## src/bad_pkg.sv

```systemverilog
// Shared types and constants of the box average downscaler.
`default_nettype none

package bad_pkg;

  localparam int unsigned MAX_WIDTH_DEF = 1024;
  localparam int unsigned MAX_RATE_DEF  = 8;
  localparam int unsigned HEIGHT_CAP    = 1024;
  localparam int unsigned PIX_MAX       = 255;
  localparam int unsigned CHAN_W        = 8;
  localparam int unsigned NUM_CHAN      = 4;
  localparam int unsigned CFG_DATA_W    = 11;
  localparam int unsigned CFG_IDX_W     = 2;
  localparam int unsigned RATE_REG_W    = 4;
  localparam int unsigned HEIGHT_W      = $clog2(HEIGHT_CAP + 1);
  localparam int unsigned ROW_W         = $clog2(HEIGHT_CAP);

  localparam logic [RATE_REG_W-1:0] RATE_RST   = 4'd2;
  localparam logic [CFG_DATA_W-1:0] WIDTH_RST  = 11'd640;
  localparam logic [CFG_DATA_W-1:0] HEIGHT_RST = 11'd440;

  typedef enum logic [CFG_IDX_W-1:0] {
    REG_SCALE_RATE   = 2'd0,
    REG_FRAME_WIDTH  = 2'd1,
    REG_FRAME_HEIGHT = 2'd2
  } cfg_reg_e;

  typedef enum logic [1:0] {
    ST_IDLE,
    ST_CFG,
    ST_UPDATE,
    ST_DIVIDE
  } state_e;

  typedef struct packed {
    logic in_ready;
    logic cfg_start;
    logic cfg_load;
    logic ram_we;
    logic div_start;
    logic out_load;
  } ctrl_t;

endpackage

`default_nettype wire

```

## src/bad_div.sv

```systemverilog
// Restoring unsigned divider, one quotient bit per cycle.
`default_nettype none

module bad_div
  import bad_pkg::*;
#(
  parameter int unsigned NW = 14,
  parameter int unsigned DW = 7
) (
  input  wire              clk_i,
  input  wire              rst_ni,
  input  wire              start_i,
  input  wire [NW-1:0]     dividend_i,
  input  wire [DW-1:0]     divisor_i,
  output logic [NW-1:0]    quotient_o,
  output logic             done_o
);

  localparam int unsigned CW = $clog2(NW + 1);

  logic [NW-1:0] quo_q, quo_d;
  logic [DW-1:0] rem_q, rem_d;
  logic [DW-1:0] div_q;
  logic [CW-1:0] cnt_q, cnt_d;
  logic          busy_q, busy_d;
  logic          done_q, done_d;
  logic [DW:0]   trial;
  logic          fits;

  always_comb begin
    trial = {rem_q, quo_q[NW-1]};
    fits  = trial >= {1'b0, div_q};
    rem_d = fits ? DW'(trial - {1'b0, div_q}) : trial[DW-1:0];
    quo_d = {quo_q[NW-2:0], fits};
  end

  always_comb begin
    busy_d = busy_q;
    done_d = done_q;
    cnt_d  = cnt_q;
    if (start_i) begin
      busy_d = 1'b1;
      done_d = 1'b0;
      cnt_d  = CW'(NW);
    end else if (busy_q) begin
      cnt_d = cnt_q - CW'(1);
      if (cnt_q == CW'(1)) begin
        busy_d = 1'b0;
        done_d = 1'b1;
      end
    end
  end

  always_ff @(posedge clk_i or negedge rst_ni) begin
    if (!rst_ni) begin
      busy_q <= 1'b0;
      done_q <= 1'b0;
      cnt_q  <= '0;
    end else begin
      busy_q <= busy_d;
      done_q <= done_d;
      cnt_q  <= cnt_d;
    end
  end

  always_ff @(posedge clk_i) begin
    if (start_i) begin
      quo_q <= dividend_i;
      rem_q <= '0;
      div_q <= divisor_i;
    end else if (busy_q) begin
      quo_q <= quo_d;
      rem_q <= rem_d;
    end
  end

  assign quotient_o = quo_q;
  assign done_o     = done_q;

endmodule

`default_nettype wire

```

## config.mk

```make
export PLATFORM = sky130hd
export DESIGN_NAME = bad_div
export DESIGN_NICKNAME = d
export VERILOG_FILES = /design/src/bad_pkg.sv /design/src/bad_div.sv
export SDC_FILE = /design/constraint.sdc
export NUM_CORES = 1
export LEC_CHECK = 0
export ABC_AREA = 0
export BUFFER_PORTS_ARGS = -buffer_cell sky130_fd_sc_hd__buf_2
export CAP_MARGIN = 10
export CELL_PAD_IN_SITES_DETAIL_PLACEMENT = 0
export CELL_PAD_IN_SITES_GLOBAL_PLACEMENT = 2
export CORE_ASPECT_RATIO = 0.75
export CORE_MARGIN = 2
export CORE_UTILIZATION = 35
export DETAILED_ROUTE_END_ITERATION = 10
export PLACE_DENSITY = 0.77
export SLEW_MARGIN = 20
export SYNTH_ARGS = -nofsm -noshare
export SYNTH_HDL_FRONTEND = slang
export SYNTH_SLANG_ARGS = --single-unit
```

## constraint.sdc

```tcl
create_clock -name clk_i -period 2.9 [get_ports clk_i]
set_input_delay 0.58 -clock clk_i [delete_from_list [all_inputs] [get_ports clk_i]]
set_output_delay 0.58 -clock clk_i [all_outputs]
set_load 0.01 [all_outputs]
```

# After elaboration in Yosys (flattened, before gate mapping)
# Cells that the tools add are included.
word_totals:
  register_bits: 34
  output_inout_bits: 15
  word_cells: 24
op_classes:
  addsub: 2
  n_lt_le_gt_ge: 1
  eq_ne: 1
  mux: 11
  n_reduce_logical: 3
op_table:
  columns: ["operator", "count"]
  rows:
  - ["$mux W14", 2]
  - ["$ge A8 B7 Y1", 1]
  - ["$mux W4", 2]
  - ["$mux W7", 1]
  - ["$sub A7 B7 Y7", 1]
  - ["$mux W1", 6]
  - ["$eq A4 B1 Y1 const B", 1]
  - ["$reduce_bool A2 Y1", 2]
  - ["$sub A4 B1 Y4 const B", 1]
  - ["$reduce_and A2 Y1", 1]

# Logic depth before layout (Yosys ltp)
depth:
  word_depth: 4
  mapped_depth: 9
  depth_no_buf: 7

# Worst setup path after synthesis
# Ideal clock, no wire load.
synth_path:
  kind: "register to register"
  startpoint: "register quo_q[13] (netlist: quotient_o[13])"
  endpoint: "register rem_q[2]"
  setup_ns: 0.088
  t_arrival_ns: 2.178
  required_ns: 2.812
  slack_ns: 0.634
  stages_incl_launch_ff: 10
  path_buffers: 2
  period_less_slack_ns: 2.266
  cell_sequence: "edfxtp_1 -> inv_1 -> ha_1 -> fa_1 -> nand2b_2 -> a211o_1 -> buf_6 -> and3_1 -> buf_6 -> a311oi_2"
synth_between:
  elab_chain_len: 2
synth_rtl:
  columns: ["item", "line_no", "source"]
  rows:
  - ["start: declaration", "bad_div.sv:21", "logic [NW-1:0] quo_q, quo_d;"]
  - ["start signal: assignment", "bad_div.sv:68", "quo_q <= dividend_i;"]
  - ["start signal: assignment", "bad_div.sv:72", "quo_q <= quo_d;"]
  - ["$sub A7 B7 Y7 or $ge A8 B7 Y1 (tied branches)", "bad_div.sv:33, bad_div.sv:32", null]
  - ["$mux W7 (*)", "bad_div.sv:33", "rem_d = fits ? DW'(trial - {1'b0, div_q}) : trial[DW-1:0];"]
  - ["end signal: assignment", "bad_div.sv:73", "rem_q <= rem_d;"]
  - ["end: declaration", "bad_div.sv:22", "logic [DW-1:0] rem_q, rem_d;"]
# Mark *: on every way between the ends. The rest lies on a longest branch, timed or not.
# A chain may end at the register's enable or synchronous reset.

# Worst setup path in the final report
# Ends and elaborated chain as after synthesis.

==> results by group <==
STA
  • FMAX: 427 MHz
  • Crit share post-route: 80.7%
  • Worst-Margin Slew: 601 ps
  • Worst slew margin: 60.0%
  • Min setup slack post-route: 560 ps
  • RSZ-0062 raised after global routing: false
  • Final period demand of the worst path: 2340 ps
  • Final Max Slew Viols: 0
  • Final Hold Viols: 0
  • Setup Viol. Count Final: 0
  • Worst clock skew: 3.67 ps
  • Setup TNS: 0 ps

Drt
  • Vias post-DR: 1,360
  • DRC viols: 0
  • Via density: 4.82
  • Initial DRC Count: 150
  • Drt wl/cell: 13.7 µm
  • Total wire length: 3.88 mm
  • Post-route ant nets: 0
  • TritonRoute pass-1 iters: 5

Critical path
  • CP startpoint: quotient_o[13]$_DFFE_PP_
  • R2r startpoint: quotient_o[13]$_DFFE_PP_
  • Worst R2R Setup Slack: 560 ps
  • Critical path launch point type: flip-flop
  • Reg-to-reg critical path endpoint: rem_q[2]$_SDFFE_PP0P_
  • Crit end category: flip-flop
  • CP delay by family, top: compound AO/OA/AOI/OAI gates
  • Slowest-stage cell, CP: fa_1
  • Crit path kind: flip-flop to flip-flop
  • CP max stage delay: 400 ps
  • Critical path endpoint: rem_q[2]$_SDFFE_PP0P_
  • Crit path arrival time: 2540 ps
  • Crit. path cell count: 7
  • WP data required: 3100 ps
  • Buffers & Inverters on Critical Path: 1
  • CP cell instances: inv_1 > ha_1 > fa_1 > nand2b_2 > a211o_1 > and3_1 > a311oi_2
  • R2r worst-path depth: 7
  • CP Max Fanout: 9

Die
  • Core area: 5300 µm²
  • # IOs: 39
  • Die X-Extent: 89.2 µm
  • Die height: 67.9 µm
  • Initial cell density of the core: 36.0%
  • Die ar.: 6060 µm²
  • Floorplan row count: 23

Cells and area
  • Sequential cell area: 921 µm²
  • Multi-input gate area: 880 µm²
  • Final instance area: 2240 µm²
  • Fill cell count: 536
  • Post-Layout Cell Count: 282
  • Antenna diodes: 0
  • Share of cells above drive strength 1: 26.1%
  • Syn-to-layout area delta: 17.5%
  • End-of-flow core utilization: 42.3%
  • Fin nets: 240

GRT
  • Total GRT Usage: 14.2%
  • GRT overflow: 0
  • Initial antenna violation count: 0
  • Largest net degree at the start of global routing: 25
  • Number of global-route vias before repair: 1,361
  • First-pass GRT wire length: 6.43 mm

Power and ir drop
  • Net Switching: 608 µW
  • Pwr dens: 755 nW/µm²
  • P_leak: 0.000941 µW
  • Switch share: 36.0%
  • Internal power: 1080 µW
  • Clk pwr share: 19.8%
  • Worst vdd ir: 0.357 mV
  • Logic pwr share: 40.3%
  • Seq pwr share: 39.9%

Logic synthesis
  • Top post-synthesis cells by area: edfxtp_1 (33%), dfrtp_1 (7.9%), mux2_1 (7.7%)
  • Cell Area, Synth: 1910 µm²
  • Yosys warnings: 0
  • Number of synthesized flops with an enable pin: 21
  • Asr flop ratio synth: 17.6%
  • #FFs+latches synth: 34
  • Post-synth top area share: 33.1%
  • Gate Count Post-Synth: 168
  • Cell variety after synth: 48
  • Area leader, netlist: edfxtp_1
  • Post-Syn Nets: 202
  • Avg Inst Size Synth: 11.4 µm²
  • Sequential fraction of the synthesis area: 48.3%
  • Ys flop type: edfxtp_1

CTS
  • CTS buffer count: 5
  • Post-CTS sizing: 0
  • Root buffer cell: clkbuf_8
  • Clk slew on worst S/H paths: 70 ps
  • Clk sinks: 34
  • Worst-case clock buffer depth: 2
  • CTS tree: yes
  • Postcts setup bufs: 0
  • Hold-fix buffer count after cts: 0
  • Worst-skew pair later-pin latency: 290 ps
  • H-tree depth: 2

Placement
  • Detailed placer's ending HPWL: 2.93 mm
  • IO Port Bufs: 38
  • Dpl cells: 274
  • Area after DPL: 2160 µm²
  • Routability cong.: 0.783
  • Post-Place Worst Slack: 584 ps

Min path
  • Tightest Hold Check Type: primary input to asynchronous set/reset pin

Flow run
  • Number of max-cap violations: 0

Run status
  • Status: completed
-- cell families (layout without fill, tap and decap cells) --
| logic type | count (synthesis) | count (layout) | synth area share, % |
|---|---|---|---|
| and+or+nand+nor | 46 | 46 | 13.5 |
| AOI/OAI and AO/OA | 35 | 35 | 15.2 |
| DFF | 34 | 34 | 48.3 |
| buffers and inverters | 24 | 63 | 5.58 |
| muxes | 14 | 14 | 8.20 |
| adders and majority gates | 10 | 10 | 6.96 |
| xor gates and xnor gates | 5 | 5 | 2.30 |
-- layout make-up --
class	instances	share of cell area, %
Inverter	14	2.35
Timing Repair Buffer	41	9.49
Multi-Input combinational cell	110	39.3
Clock buffer	6	3.24
Tap cell	75	4.19
Clock inverter	2	0.391
Sequential cell	34	41.1
-- cells in the final DEF (no fill, tap or decap), types with 2 or more instances in the layout --
cell	n
o21ai_1	3
nor3b_1	6
dfrtp_1	6
a41oi_1	4
dfxtp_1	7
and3_1	2
a211oi_1	2
a311oi_2	2
clkbuf_8	5
nand2b_1	5
a21o_1	3
o21bai_1	3
o31ai_2	2
buf_2	38
buf_4	3
edfxtp_1	21
nand4_1	2
nand3_1	2
nor2_1	10
a21oi_1	2
o21ai_0	2
inv_1	14
xnor2_1	4
nor2b_1	2
mux2_1	13
ha_1	9
or2_1	3
nand2_1	8
a31oi_1	2
-- per-stage QoR --
step,power [µW],hold WS (ps)
floorplan,1200,284
global placement,1350,407
detailed placement,1360,412
CTS,1700,102
global route,1810,105
finish,1690,105
-- sequential cells by signal, indices dropped and copies added (netlist names) --
register	cells
busy_q	1
cnt_q	4
div_q	7
done_o	1
quotient_o	14
rem_q	7
-- power by group through the flow --
stage | combinational, µW | sequential, µW | clock (µW)
global route | 756 | 685 | 365
floorplan | 525 | 675 | 0
detailed placement | 678 | 681 | 0
finish | 682 | 675 | 335
CTS | 681 | 674 | 345
global placement | 670 | 682 | 0
-- cell usage after synthesis (2+ instances only) --
cell       n
edfxtp_1  21
inv_1     14
mux2_1    13
nor2_1    10
ha_1       9
nand2_1    8
clkbuf_1   7
dfxtp_1    7
dfrtp_1    6
nor3b_1    6
nand2b_1   5
a41oi_1    4
xnor2_1    4
a21o_1     3
o21ai_1    3
o21bai_1   3
or2_1      3
a211oi_1   2
a21oi_1    2
a311oi_2   2
a31oi_1    2
and3_1     2
buf_6      2
nand3_1    2
nand4_1    2
nor2b_1    2
o21ai_0    2
o31ai_2    2
-- routing by layer --
layer	GRT usage [%]	part of all wire (%)	vias to the layer above
met5	0	0	-
met1	19.2	49	632
li1	-	-	689
met4	5.04	1.1	0
met3	4.10	5.3	5
met2	21.9	45	34
-- worst min-delay path by stage --
| stage | to | start | cells after the start | slack (ps) |
|---|---|---|---|---|
| 4_1_cts | cnt_q[2]$_DFFE_PN0P_ | rst_ni | 1 | 100 |
| 5_1_grt | cnt_q[3]$_DFFE_PN0P_ | rst_ni | 1 | 100 |
| 3_5_place_dp | cnt_q[2]$_DFFE_PN0P_ | rst_ni | 1 | 410 |
| 3_3_place_gp | cnt_q[2]$_DFFE_PN0P_ | rst_ni | 1 | 410 |
| 6_report | cnt_q[3]$_DFFE_PN0P_ | rst_ni | 1 | 100 |
| 2_1_floorplan | busy_q$_DFF_PN0_ | rst_ni | 0 | 280 |
Note: power is estimated with default switching activity, not from simulation.
